## src/rtl/core/ravg_pkg.sv

```systemverilog
// ----------------------------------------------------------------------------
// ravg_pkg
// Shared constants and controller/datapath command and status types for the
// running average with spread block.
// ----------------------------------------------------------------------------
package ravg_pkg;

  localparam int MAX_SPAN_DEF = 64;
  localparam int SAMPLE_W     = 16;
  localparam int SPAN_W       = 7;
  localparam int COUNT_W      = 7;
  localparam int SPREAD_W     = 16;

  localparam logic [SPAN_W-1:0] SPAN_RESET = 7'd64;

  typedef struct packed {
    logic load;
    logic update;
    logic div_step;
    logic walk_step;
    logic sqrt_step;
    logic result_load;
    logic cnt_clr;
    logic cnt_inc;
  } cmd_t;

  typedef struct packed {
    logic div_last;
    logic walk_last;
    logic sqrt_last;
  } sts_t;

endpackage

```

## src/rtl/core/ravg_ifs.sv

```systemverilog
// ----------------------------------------------------------------------------
// ravg channel interfaces
// Valid/ready channels for samples, results and the span register write.
// ----------------------------------------------------------------------------
interface ravg_in_if;
  logic                          valid;
  logic                          ready;
  logic [ravg_pkg::SAMPLE_W-1:0] sample;
  modport source (output valid, output sample, input ready);
  modport sink   (input valid, input sample, output ready);
endinterface

interface ravg_out_if;
  logic                          valid;
  logic                          ready;
  logic [ravg_pkg::SAMPLE_W-1:0] average;
  logic [ravg_pkg::COUNT_W-1:0]  sample_count;
  logic [ravg_pkg::SPREAD_W-1:0] spread;
  modport source (output valid, output average, output sample_count, output spread,
                  input ready);
  modport sink   (input valid, input average, input sample_count, input spread,
                  output ready);
endinterface

interface ravg_cfg_if;
  logic                        valid;
  logic                        ready;
  logic [ravg_pkg::SPAN_W-1:0] span;
  modport source (output valid, output span, input ready);
  modport sink   (input valid, input span, output ready);
endinterface

```

## src/rtl/core/running_average_with_spread.sv

```systemverilog
// ----------------------------------------------------------------------------
// running_average_with_spread
// Windowed mean of 16-bit samples with the root of summed squared deviations.
//
// Channels: in_ch carries one sample per transaction, out_ch one result
// (average, sample_count, spread) per sample, cfg_ch writes the window span
// and clears the window. cfg_ch is always ready; write it only while idle.
// One sample is processed at a time. Each accepted sample passes through a
// window update, a bit-serial divider, a walk over the ring RAM (one entry
// per cycle through one read port and one 16x16 multiplier), a bit-pair
// square root and a result load. A new sample is accepted once the previous
// one has reached the output register. A pending result is held in the
// output register while out_ch is stalled; the next sample is accepted
// meanwhile and waits before its result load until the register is free.
// Reset sets span to 64 and empties the window; unwritten ring entries are
// masked by the fill count, so no clearing pass is needed.
// ----------------------------------------------------------------------------
module running_average_with_spread #(
  parameter int MAX_SPAN = ravg_pkg::MAX_SPAN_DEF
) (
  input  logic          clk,
  input  logic          rst_n,
  ravg_cfg_if.sink      cfg_ch,
  ravg_in_if.sink       in_ch,
  ravg_out_if.source    out_ch
);

  ravg_pkg::cmd_t cmd;
  ravg_pkg::sts_t sts;

  ravg_ctrl u_ctrl (
    .clk       (clk),
    .rst_n     (rst_n),
    .in_valid  (in_ch.valid),
    .in_ready  (in_ch.ready),
    .out_valid (out_ch.valid),
    .out_ready (out_ch.ready),
    .sts       (sts),
    .cmd       (cmd)
  );

  ravg_dp #(
    .MAX_SPAN (MAX_SPAN)
  ) u_dp (
    .clk              (clk),
    .rst_n            (rst_n),
    .cfg_valid        (cfg_ch.valid),
    .cfg_span         (cfg_ch.span),
    .cfg_ready        (cfg_ch.ready),
    .in_sample        (in_ch.sample),
    .cmd              (cmd),
    .sts              (sts),
    .out_average      (out_ch.average),
    .out_sample_count (out_ch.sample_count),
    .out_spread       (out_ch.spread)
  );

endmodule

```

## src/rtl/core/ravg_ram.sv

```systemverilog
// ----------------------------------------------------------------------------
// ravg_ram
// Generic single write port, single read port RAM with registered read data.
// ----------------------------------------------------------------------------
module ravg_ram #(
  parameter int WIDTH = 16,
  parameter int DEPTH = 64,
  localparam int AW = (DEPTH > 1) ? $clog2(DEPTH) : 1
) (
  input  logic             clk,
  input  logic             we,
  input  logic [AW-1:0]    waddr,
  input  logic [WIDTH-1:0] wdata,
  input  logic [AW-1:0]    raddr,
  output logic [WIDTH-1:0] rdata
);

  logic [WIDTH-1:0] mem [DEPTH];

  always_ff @(posedge clk) begin
    if (we) begin
      mem[waddr] <= wdata;
    end
    rdata <= mem[raddr];
  end

endmodule

```

## src/rtl/core/ravg_ctrl.sv

```systemverilog
// ----------------------------------------------------------------------------
// ravg_ctrl
// Sequencer: accept, window update, divide, window walk, root, result.
// ----------------------------------------------------------------------------
module ravg_ctrl (
  input  logic           clk,
  input  logic           rst_n,
  input  logic           in_valid,
  output logic           in_ready,
  output logic           out_valid,
  input  logic           out_ready,
  input  ravg_pkg::sts_t sts,
  output ravg_pkg::cmd_t cmd
);

  localparam logic [2:0] S_IDLE = 3'd0;
  localparam logic [2:0] S_UPD  = 3'd1;
  localparam logic [2:0] S_DIV  = 3'd2;
  localparam logic [2:0] S_WALK = 3'd3;
  localparam logic [2:0] S_SQRT = 3'd4;
  localparam logic [2:0] S_OUT  = 3'd5;

  logic [2:0] state_r, state_nxt;
  logic       out_valid_r, out_valid_nxt;

  always_comb begin
    cmd       = '0;
    state_nxt = state_r;
    in_ready  = 1'b0;
    unique case (state_r)
      S_IDLE: begin
        in_ready = 1'b1;
        if (in_valid) begin
          cmd.load  = 1'b1;
          state_nxt = S_UPD;
        end
      end
      S_UPD: begin
        cmd.update  = 1'b1;
        cmd.cnt_clr = 1'b1;
        state_nxt   = S_DIV;
      end
      S_DIV: begin
        cmd.div_step = 1'b1;
        if (sts.div_last) begin
          cmd.cnt_clr = 1'b1;
          state_nxt   = S_WALK;
        end else begin
          cmd.cnt_inc = 1'b1;
        end
      end
      S_WALK: begin
        cmd.walk_step = 1'b1;
        if (sts.walk_last) begin
          cmd.cnt_clr = 1'b1;
          state_nxt   = S_SQRT;
        end else begin
          cmd.cnt_inc = 1'b1;
        end
      end
      S_SQRT: begin
        cmd.sqrt_step = 1'b1;
        if (sts.sqrt_last) begin
          cmd.cnt_clr = 1'b1;
          state_nxt   = S_OUT;
        end else begin
          cmd.cnt_inc = 1'b1;
        end
      end
      S_OUT: begin
        if (!out_valid_r || out_ready) begin
          cmd.result_load = 1'b1;
          state_nxt       = S_IDLE;
        end
      end
      default: begin
        state_nxt = S_IDLE;
      end
    endcase
  end

  always_comb begin
    out_valid_nxt = out_valid_r;
    if (cmd.result_load) begin
      out_valid_nxt = 1'b1;
    end else if (out_ready) begin
      out_valid_nxt = 1'b0;
    end
  end

  always_ff @(posedge clk) begin
    if (!rst_n) begin
      state_r     <= S_IDLE;
      out_valid_r <= 1'b0;
    end else begin
      state_r     <= state_nxt;
      out_valid_r <= out_valid_nxt;
    end
  end

  assign out_valid = out_valid_r;

endmodule

```

## src/rtl/core/ravg_dp.sv

```systemverilog
// ----------------------------------------------------------------------------
// ravg_dp
// Window datapath: ring RAM, running sum, serial divider, squared deviation
// accumulator, serial square root and result register.
// ----------------------------------------------------------------------------
module ravg_dp #(
  parameter int MAX_SPAN = ravg_pkg::MAX_SPAN_DEF
) (
  input  logic                          clk,
  input  logic                          rst_n,
  input  logic                          cfg_valid,
  input  logic [ravg_pkg::SPAN_W-1:0]   cfg_span,
  output logic                          cfg_ready,
  input  logic [ravg_pkg::SAMPLE_W-1:0] in_sample,
  input  ravg_pkg::cmd_t                cmd,
  output ravg_pkg::sts_t                sts,
  output logic [ravg_pkg::SAMPLE_W-1:0] out_average,
  output logic [ravg_pkg::COUNT_W-1:0]  out_sample_count,
  output logic [ravg_pkg::SPREAD_W-1:0] out_spread
);

  localparam int SW     = ravg_pkg::SAMPLE_W;
  localparam int AW     = (MAX_SPAN > 1) ? $clog2(MAX_SPAN) : 1;
  localparam int CNT_W  = $clog2(MAX_SPAN + 1);
  localparam int SUM_W  = SW + CNT_W;
  localparam int ROOT_W = SW + (CNT_W + 1) / 2;
  localparam int SQ_W   = 2 * ROOT_W;
  localparam int PROD_W = 2 * SW;
  localparam int CMAX0  = (MAX_SPAN + 2 > SUM_W) ? MAX_SPAN + 2 : SUM_W;
  localparam int CMAX   = (CMAX0 > ROOT_W) ? CMAX0 : ROOT_W;
  localparam int CTR_W  = $clog2(CMAX + 1);
  localparam logic [ROOT_W-1:0] SPREAD_SAT = ROOT_W'((1 << ravg_pkg::SPREAD_W) - 1);

  logic [ravg_pkg::SPAN_W-1:0] span_r;
  logic [CNT_W-1:0]  eff;
  logic [CNT_W-1:0]  filled_r, filled_nxt;
  logic [AW-1:0]     pos_r, pos_cur, pos_nxt;
  logic [CNT_W-1:0]  pos_inc;
  logic [SUM_W-1:0]  sum_r, sum_nxt;
  logic [SW-1:0]     smp_r;
  logic              full;
  logic [CTR_W-1:0]  cnt_r;

  logic [SUM_W-1:0]  dq_r;
  logic [CNT_W-1:0]  drem_r;
  logic [CNT_W:0]    drem_ext;
  logic              dge;

  logic              rd_v_r, inr_r, pv_r;
  logic              issue;
  logic [SW-1:0]     mean;
  logic [SW-1:0]     ent;
  logic [SW-1:0]     dev;
  logic [PROD_W-1:0] prod_r;
  logic [SQ_W-1:0]   sq_r;

  logic [ROOT_W:0]   srem_r;
  logic [ROOT_W-1:0] sroot_r;
  logic [ROOT_W+2:0] srem_sh;
  logic [ROOT_W+2:0] strial;
  logic              sge;

  logic              we;
  logic [AW-1:0]     raddr;
  logic [SW-1:0]     rdata;

  logic [SW-1:0]               average_r;
  logic [ravg_pkg::COUNT_W-1:0] count_r;
  logic [ravg_pkg::SPREAD_W-1:0] spread_r;

  assign cfg_ready = 1'b1;

  always_comb begin
    if (span_r == '0) begin
      eff = CNT_W'(1);
    end else if (32'(span_r) > MAX_SPAN) begin
      eff = CNT_W'(MAX_SPAN);
    end else begin
      eff = CNT_W'(span_r);
    end
  end

  assign pos_cur = (CNT_W'(pos_r) >= eff) ? '0 : pos_r;
  assign pos_inc = CNT_W'(pos_cur) + CNT_W'(1);
  assign pos_nxt = (pos_inc >= eff) ? '0 : AW'(pos_inc);
  assign full    = (filled_r == eff);

  always_comb begin
    filled_nxt = full ? filled_r : filled_r + CNT_W'(1);
    sum_nxt    = sum_r - (full ? SUM_W'(rdata) : '0) + SUM_W'(smp_r);
  end

  assign we    = cmd.update;
  assign issue = cmd.walk_step && (CNT_W'(cnt_r) < eff) && (cnt_r < CTR_W'(MAX_SPAN));
  assign raddr = cmd.load ? pos_cur : cnt_r[AW-1:0];

  ravg_ram #(
    .WIDTH (SW),
    .DEPTH (MAX_SPAN)
  ) u_ring (
    .clk   (clk),
    .we    (we),
    .waddr (pos_cur),
    .wdata (smp_r),
    .raddr (raddr),
    .rdata (rdata)
  );

  assign drem_ext = {drem_r, dq_r[SUM_W-1]};
  assign dge      = (drem_ext >= {1'b0, filled_r});

  assign mean = dq_r[SW-1:0];
  assign ent  = inr_r ? rdata : '0;
  assign dev  = (ent >= mean) ? ent - mean : mean - ent;

  assign srem_sh = {srem_r, sq_r[SQ_W-1:SQ_W-2]};
  assign strial  = (ROOT_W+3)'({sroot_r, 2'b01});
  assign sge     = (srem_sh >= strial);

  assign sts.div_last  = (cnt_r == CTR_W'(SUM_W - 1));
  assign sts.walk_last = (cnt_r == CTR_W'(eff) + CTR_W'(1));
  assign sts.sqrt_last = (cnt_r == CTR_W'(ROOT_W - 1));

  always_ff @(posedge clk) begin
    if (!rst_n) begin
      span_r   <= ravg_pkg::SPAN_RESET;
      filled_r <= '0;
      pos_r    <= '0;
      sum_r    <= '0;
      cnt_r    <= '0;
      rd_v_r   <= 1'b0;
      pv_r     <= 1'b0;
    end else begin
      if (cfg_valid) begin
        span_r   <= cfg_span;
        filled_r <= '0;
        pos_r    <= '0;
        sum_r    <= '0;
      end else if (cmd.update) begin
        filled_r <= filled_nxt;
        pos_r    <= pos_nxt;
        sum_r    <= sum_nxt;
      end
      if (cmd.cnt_clr) begin
        cnt_r <= '0;
      end else if (cmd.cnt_inc) begin
        cnt_r <= cnt_r + CTR_W'(1);
      end
      rd_v_r <= issue;
      pv_r   <= rd_v_r;
    end
  end

  always_ff @(posedge clk) begin
    if (cmd.load) begin
      smp_r <= in_sample;
    end
    if (cmd.update) begin
      dq_r    <= sum_nxt;
      drem_r  <= '0;
      sq_r    <= '0;
      srem_r  <= '0;
      sroot_r <= '0;
    end else begin
      if (cmd.div_step) begin
        dq_r   <= {dq_r[SUM_W-2:0], dge};
        drem_r <= dge ? CNT_W'(drem_ext - {1'b0, filled_r}) : CNT_W'(drem_ext);
      end
      if (pv_r) begin
        sq_r <= sq_r + SQ_W'(prod_r);
      end else if (cmd.sqrt_step) begin
        sq_r    <= {sq_r[SQ_W-3:0], 2'b00};
        srem_r  <= sge ? (ROOT_W+1)'(srem_sh - strial) : (ROOT_W+1)'(srem_sh);
        sroot_r <= {sroot_r[ROOT_W-2:0], sge};
      end
    end
    if (rd_v_r) begin
      prod_r <= PROD_W'(dev) * PROD_W'(dev);
    end
    inr_r <= (CNT_W'(cnt_r) < filled_r);
    if (cmd.result_load) begin
      average_r <= mean;
      count_r   <= ravg_pkg::COUNT_W'(filled_r);
      spread_r  <= (sroot_r > SPREAD_SAT) ? ravg_pkg::SPREAD_W'(SPREAD_SAT)
                                          : ravg_pkg::SPREAD_W'(sroot_r);
    end
  end

  assign out_average      = average_r;
  assign out_sample_count = count_r;
  assign out_spread       = spread_r;

endmodule

```

## src/flat_wrapper.sv

```systemverilog
// flat-port wrapper written by rule: the top's interface ports become plain ports
module running_average_with_spread_flat 
#(
  parameter int MAX_SPAN = ravg_pkg::MAX_SPAN_DEF
)
  (clk, rst_n, cfg_ch_valid, cfg_ch_span, cfg_ch_ready, in_ch_valid, in_ch_sample, in_ch_ready, out_ch_valid, out_ch_average, out_ch_sample_count, out_ch_spread, out_ch_ready);
  ravg_cfg_if cfg_ch_i ();
  ravg_in_if in_ch_i ();
  ravg_out_if out_ch_i ();
  input  logic clk;
  input  logic rst_n;
  input wire logic [$bits(cfg_ch_i.valid)-1:0] cfg_ch_valid;
  input wire logic [$bits(cfg_ch_i.span)-1:0] cfg_ch_span;
  output wire logic [$bits(cfg_ch_i.ready)-1:0] cfg_ch_ready;
  input wire logic [$bits(in_ch_i.valid)-1:0] in_ch_valid;
  input wire logic [$bits(in_ch_i.sample)-1:0] in_ch_sample;
  output wire logic [$bits(in_ch_i.ready)-1:0] in_ch_ready;
  output wire logic [$bits(out_ch_i.valid)-1:0] out_ch_valid;
  output wire logic [$bits(out_ch_i.average)-1:0] out_ch_average;
  output wire logic [$bits(out_ch_i.sample_count)-1:0] out_ch_sample_count;
  output wire logic [$bits(out_ch_i.spread)-1:0] out_ch_spread;
  input wire logic [$bits(out_ch_i.ready)-1:0] out_ch_ready;
  assign cfg_ch_i.valid = cfg_ch_valid;
  assign cfg_ch_i.span = cfg_ch_span;
  assign cfg_ch_ready = cfg_ch_i.ready;
  assign in_ch_i.valid = in_ch_valid;
  assign in_ch_i.sample = in_ch_sample;
  assign in_ch_ready = in_ch_i.ready;
  assign out_ch_valid = out_ch_i.valid;
  assign out_ch_average = out_ch_i.average;
  assign out_ch_sample_count = out_ch_i.sample_count;
  assign out_ch_spread = out_ch_i.spread;
  assign out_ch_i.ready = out_ch_ready;
  running_average_with_spread #(.MAX_SPAN(MAX_SPAN)) u_core (.clk(clk), .rst_n(rst_n), .cfg_ch(cfg_ch_i), .in_ch(in_ch_i), .out_ch(out_ch_i));
endmodule
```

## config.mk

```make
export PLATFORM = sky130hd
export DESIGN_NAME = running_average_with_spread_flat
export DESIGN_NICKNAME = d
export VERILOG_FILES = /design/src/rtl/core/ravg_pkg.sv /design/src/rtl/core/ravg_ifs.sv /design/src/rtl/core/running_average_with_spread.sv /design/src/rtl/core/ravg_ram.sv /design/src/rtl/core/ravg_ctrl.sv /design/src/rtl/core/ravg_dp.sv /design/src/flat_wrapper.sv
export SDC_FILE = /design/constraint.sdc
export NUM_CORES = 2
export LEC_CHECK = 0
export ABC_AREA = 1
export BUFFER_PORTS_ARGS = -buffer_cell sky130_fd_sc_hd__buf_2
export CAP_MARGIN = 20
export CORE_MARGIN = 4
export CORE_UTILIZATION = 64
export CTS_CLUSTER_DIAMETER = 100
export DETAILED_ROUTE_END_ITERATION = 7
export PLACE_DENSITY = 0.81
export SLEW_MARGIN = 20
export SYNTH_ARGS = -nofsm -noshare
export SYNTH_HDL_FRONTEND = slang
export SYNTH_HIERARCHICAL = 1
export SYNTH_SLANG_ARGS = --single-unit
```

## constraint.sdc

```tcl
create_clock -name clk -period 9.4 [get_ports clk]
set_input_delay 0.47 -clock clk [delete_from_list [all_inputs] [get_ports clk]]
set_output_delay 0.47 -clock clk [all_outputs]
set_load 0.005 [all_outputs]
```

==> flow_metrics.tcl <==
set metrics [dict create \
    tritoncts_clock_tree "built" \
    placedCellCount 8328 \
    clk_root_buffer_cell "sky130_fd_sc_hd__clkbuf_16" \
    antennaDiodeCount 0 \
    grt.overflow.total 0 \
    critPathKind "reg2reg" \
    crit-reg2reg-launch "u_core/u_dp/inr_r" \
    route.antenna.remaining_nets 0 \
    synth_top_flop_cell "sky130_fd_sc_hd__edfxtp_1" \
    fin_setup_tns_ns 0 \
    worstSetupEndpointType "flop" \
    grt_pass1_vias 50080 \
    max_stage_delay_ns 0.70 \
    netlist_instances 7049 \
    synth_cell_type_count 55 \
    floorplan.initialDensity 0.6452 \
    drive_above_1_share 0.06994 \
    worstPathBufferInverterCount 7 \
    setup.worst_path.start_class "flop" \
    worstReg2RegEnd "u_core/u_dp/prod_r[27]" \
    crit_family "adder cells" \
    syn-num-nets 7505 \
    cts_hold_repair.buffers 24 \
    fin_nets 7550 \
    clock_latency_ns 0.76 \
    synth_largest_area_cell "sky130_fd_sc_hd__edfxtp_1" \
    detail_route.vias_per_cell 6.004 \
    finClkSkew_ns 0.03202 \
    io_pins 70 \
    syn_area_per_cell_um2 9.648 \
    fp.dieH_um 334.0 \
    ff2ff_setup_slack_ns 1.07 \
    clock_path_buffers 3 \
    yosys-top-cells-area "sky130_fd_sc_hd__edfxtp_1, sky130_fd_sc_hd__nand2_1, sky130_fd_sc_hd__nand3_1" \
    fp-row-count 119 \
    routability_congestion_estimate_from_global_placement 0.9801 \
    post-synth-top-count-cell "sky130_fd_sc_hd__nand2_1" \
    synth_commonest_cells "sky130_fd_sc_hd__nand2_1, sky130_fd_sc_hd__edfxtp_1, sky130_fd_sc_hd__nand3_1" \
    drtIter0Drc 5714 \
    routed_wire_length_per_instance_um 20.84 \
    core_area_um2 105400 \
    detail_route.wirelength_um 178900 \
    hpwl_um 112600 \
    die_area_um2 111500 \
    grt_max_degree 206 \
    r2r_cells 30 \
    clock.fmax_ghz 0.1201 \
    outcome "finished, final reports clean" \
    postSynth.asyncResetShare 0 \
    cts_htree_levels 4 \
    final_hold_violation_count 0 \
    clk_pin_slew_ns 0.06 \
    yosys.area.top_type_share 0.5003 \
    final_max_slew_viol_count 0 \
    worstSetupStartpoint "u_core/u_dp/inr_r" \
    synth.yosys.seq_area_share 0.5476 \
    drv.max_cap_violation_count 0 \
    die_w_um 334.0 \
    layoutNonFillerInstCount 8583 \
    layout-area-overhead-vs-synth_pct 8.639 \
    rsz0062_at_grt "no" \
    grt_pass1_wl_um 275800 \
    port_bufs 68 \
    worst_slew_pin_slew_ns 1.170 \
    setup_violations 0 \
    crit_path_top_delay_cell "sky130_fd_sc_hd__dfxtp_1" \
    grt.total_usage 0.3175 \
    finalCriticalPeriod_ns 8.329 \
    post_cts_repair_setup_buffers 0 \
    holdCritPathClass "in2reg" \
    hold_ws_ns 0.06351 \
    worst-path-stages 30 \
    signal_arrival_time_at_the_worst_endpoint_ns 8.82 \
    share_of_the_core_filled_with_cells 0.7009 \
    synth-edff-count 1133 \
    initial_antenna_violation_count 5 \
    synthesis.area_um2 68010 \
    remaining_drc_errors 0 \
    synth.yosys.warnings 6 \
    vias 51540 \
    critical_path_required_ns 9.89 \
    slew_limit_headroom 0.2171 \
    cts_sinks 1294 \
    endpoint "u_core/u_dp/prod_r[27]" \
    synth.ff_latch_count 1294 \
    crit_fanout 16 \
    cpMostUsedCell "sky130_fd_sc_hd__fa_1" \
    post_cts_resized 0 \
    finalCritPeriodShare 0.8861 \
    cts-buffers-inserted 130 \
    drtPass1Iterations 7 \
]
worst min-delay path by stage:
stage,startpoint,to,slack [ns],cells after the start
6_report,rst_n,u_core/u_ctrl/state_r[2],0.06,3
5_1_grt,rst_n,u_core/u_ctrl/state_r[2],0.07,3
4_1_cts,rst_n,u_core/u_ctrl/state_r[2],0.03,3
3_5_place_dp,u_core/u_dp/dq_r[15],u_core/u_dp/out_average[15],0.44,0
3_3_place_gp,u_core/u_dp/dq_r[15],u_core/u_dp/out_average[15],0.44,0
2_1_floorplan,u_core/u_dp/filled_r[2],u_core/u_dp/out_sample_count[2],0.41,0
kinds of logic (layout without fill, tap and decap cells):
logic type	count (synthesis)	count (layout)	share of synthesized area
xor gates and xnor gates	100	100	0.01288
and+or+nand+nor	3620	3620	0.2262
DFF	1294	1294	0.5476
adders and majority gates	428	428	0.09916
other	1	1	0.00005514
buffers and inverters	1020	1163	0.06708
AOI/OAI and AO/OA	586	586	0.04693
per-layer routing:
layer / vias up / routed length (um) / track usage
met2: 2879 / 85230 / 0.5261
met4: 2 / 8552 / 0.1440
li1: 23720 / - / -
met3: 541 / 17970 / 0.06137
met5: - / 13 / 0
met1: 24400 / 67100 / 0.4099
layout make-up:
type	count	area, um2
tap	1391	1740
sequential	1294	37250
clock inverter	70	855.8
multi-input combinational	4735	26340
fill	7566	31530
inverter	717	2718
timing repair buffer	216	1569
clock buffer	160	3416
worst min-delay path, delay by kind of cell:
kind | cells | cell delay (ns)
buffers and inverters | 1 | 0.18
AND/OR/NAND/NOR | 2 | 0.13
stage by stage:
step                      area [um2]  worst slack, ns
after detailed placement       69350            1.114
after global placement         69350            1.268
after CTS                      73860            1.100
after floorplan                68010            2.135
after global routing           73890           0.4097
final                          73890            1.071
sequential cells by signal (all words and copies together), names as in the netlist, 3 cells and up:
| name | cells |
|---|---|
| u_core/u_dp/srem_r | 21 |
| u_core/u_dp/u_ring/rdata | 16 |
| u_core/u_dp/filled_r | 7 |
| u_core/u_dp/prod_r | 31 |
| u_core/u_dp/sroot_r | 20 |
| u_core/u_dp/pos_r | 6 |
| u_core/u_dp/drem_r | 7 |
| u_core/u_dp/span_r | 7 |
| u_core/u_dp/sum_r | 23 |
| u_core/u_dp/out_spread | 16 |
| u_core/u_dp/cnt_r | 7 |
| u_core/u_dp/out_average | 16 |
| u_core/u_dp/out_sample_count | 7 |
| u_core/u_dp/u_ring/mem | 1024 |
| u_core/u_dp/dq_r | 23 |
| u_core/u_ctrl/state_r | 3 |
| u_core/u_dp/smp_r | 16 |
| u_core/u_dp/sq_r | 40 |
cell usage in the layout, fill, tap and decap left out, types with 6 or more instances in the layout:
cell	netlist	final
sky130_fd_sc_hd__a21oi_1	291	288
sky130_fd_sc_hd__or2_2	21	21
sky130_fd_sc_hd__nand2_2	17	17
sky130_fd_sc_hd__dfxtp_1	161	161
sky130_fd_sc_hd__xor2_1	70	70
sky130_fd_sc_hd__dlygate4sd3_1	0	24
sky130_fd_sc_hd__clkinv_1	2	19
sky130_fd_sc_hd__nor4_1	19	10
sky130_fd_sc_hd__nand2_1	2067	2067
sky130_fd_sc_hd__a21boi_0	6	6
sky130_fd_sc_hd__o211ai_1	10	10
sky130_fd_sc_hd__edfxtp_1	1133	1133
sky130_fd_sc_hd__a21o_1	10	10
sky130_fd_sc_hd__a31oi_1	18	18
sky130_fd_sc_hd__clkbuf_16	0	130
sky130_fd_sc_hd__buf_4	25	120
sky130_fd_sc_hd__nor4_2	0	9
sky130_fd_sc_hd__ha_1	243	243
sky130_fd_sc_hd__nand3b_1	12	12
sky130_fd_sc_hd__bufinv_16	0	13
sky130_fd_sc_hd__o21a_1	9	9
sky130_fd_sc_hd__xnor2_1	30	30
sky130_fd_sc_hd__clkbuf_1	76	25
sky130_fd_sc_hd__o21bai_1	17	17
sky130_fd_sc_hd__clkinv_2	0	20
sky130_fd_sc_hd__nand3_1	1030	1030
sky130_fd_sc_hd__o22ai_1	20	20
sky130_fd_sc_hd__inv_1	690	688
sky130_fd_sc_hd__inv_2	24	24
sky130_fd_sc_hd__fa_1	185	185
sky130_fd_sc_hd__nor3_1	34	33
sky130_fd_sc_hd__nor2_2	15	19
sky130_fd_sc_hd__o21ai_1	12	13
sky130_fd_sc_hd__buf_2	118	68
sky130_fd_sc_hd__nor2_1	338	333
sky130_fd_sc_hd__o21ai_0	171	167
sky130_fd_sc_hd__nand4_1	44	44
sky130_fd_sc_hd__nand2_4	6	6
Power is left out: the tool's default activity adds up to more than one toggle a clock period on the data nets, which glitch-free logic cannot reach.
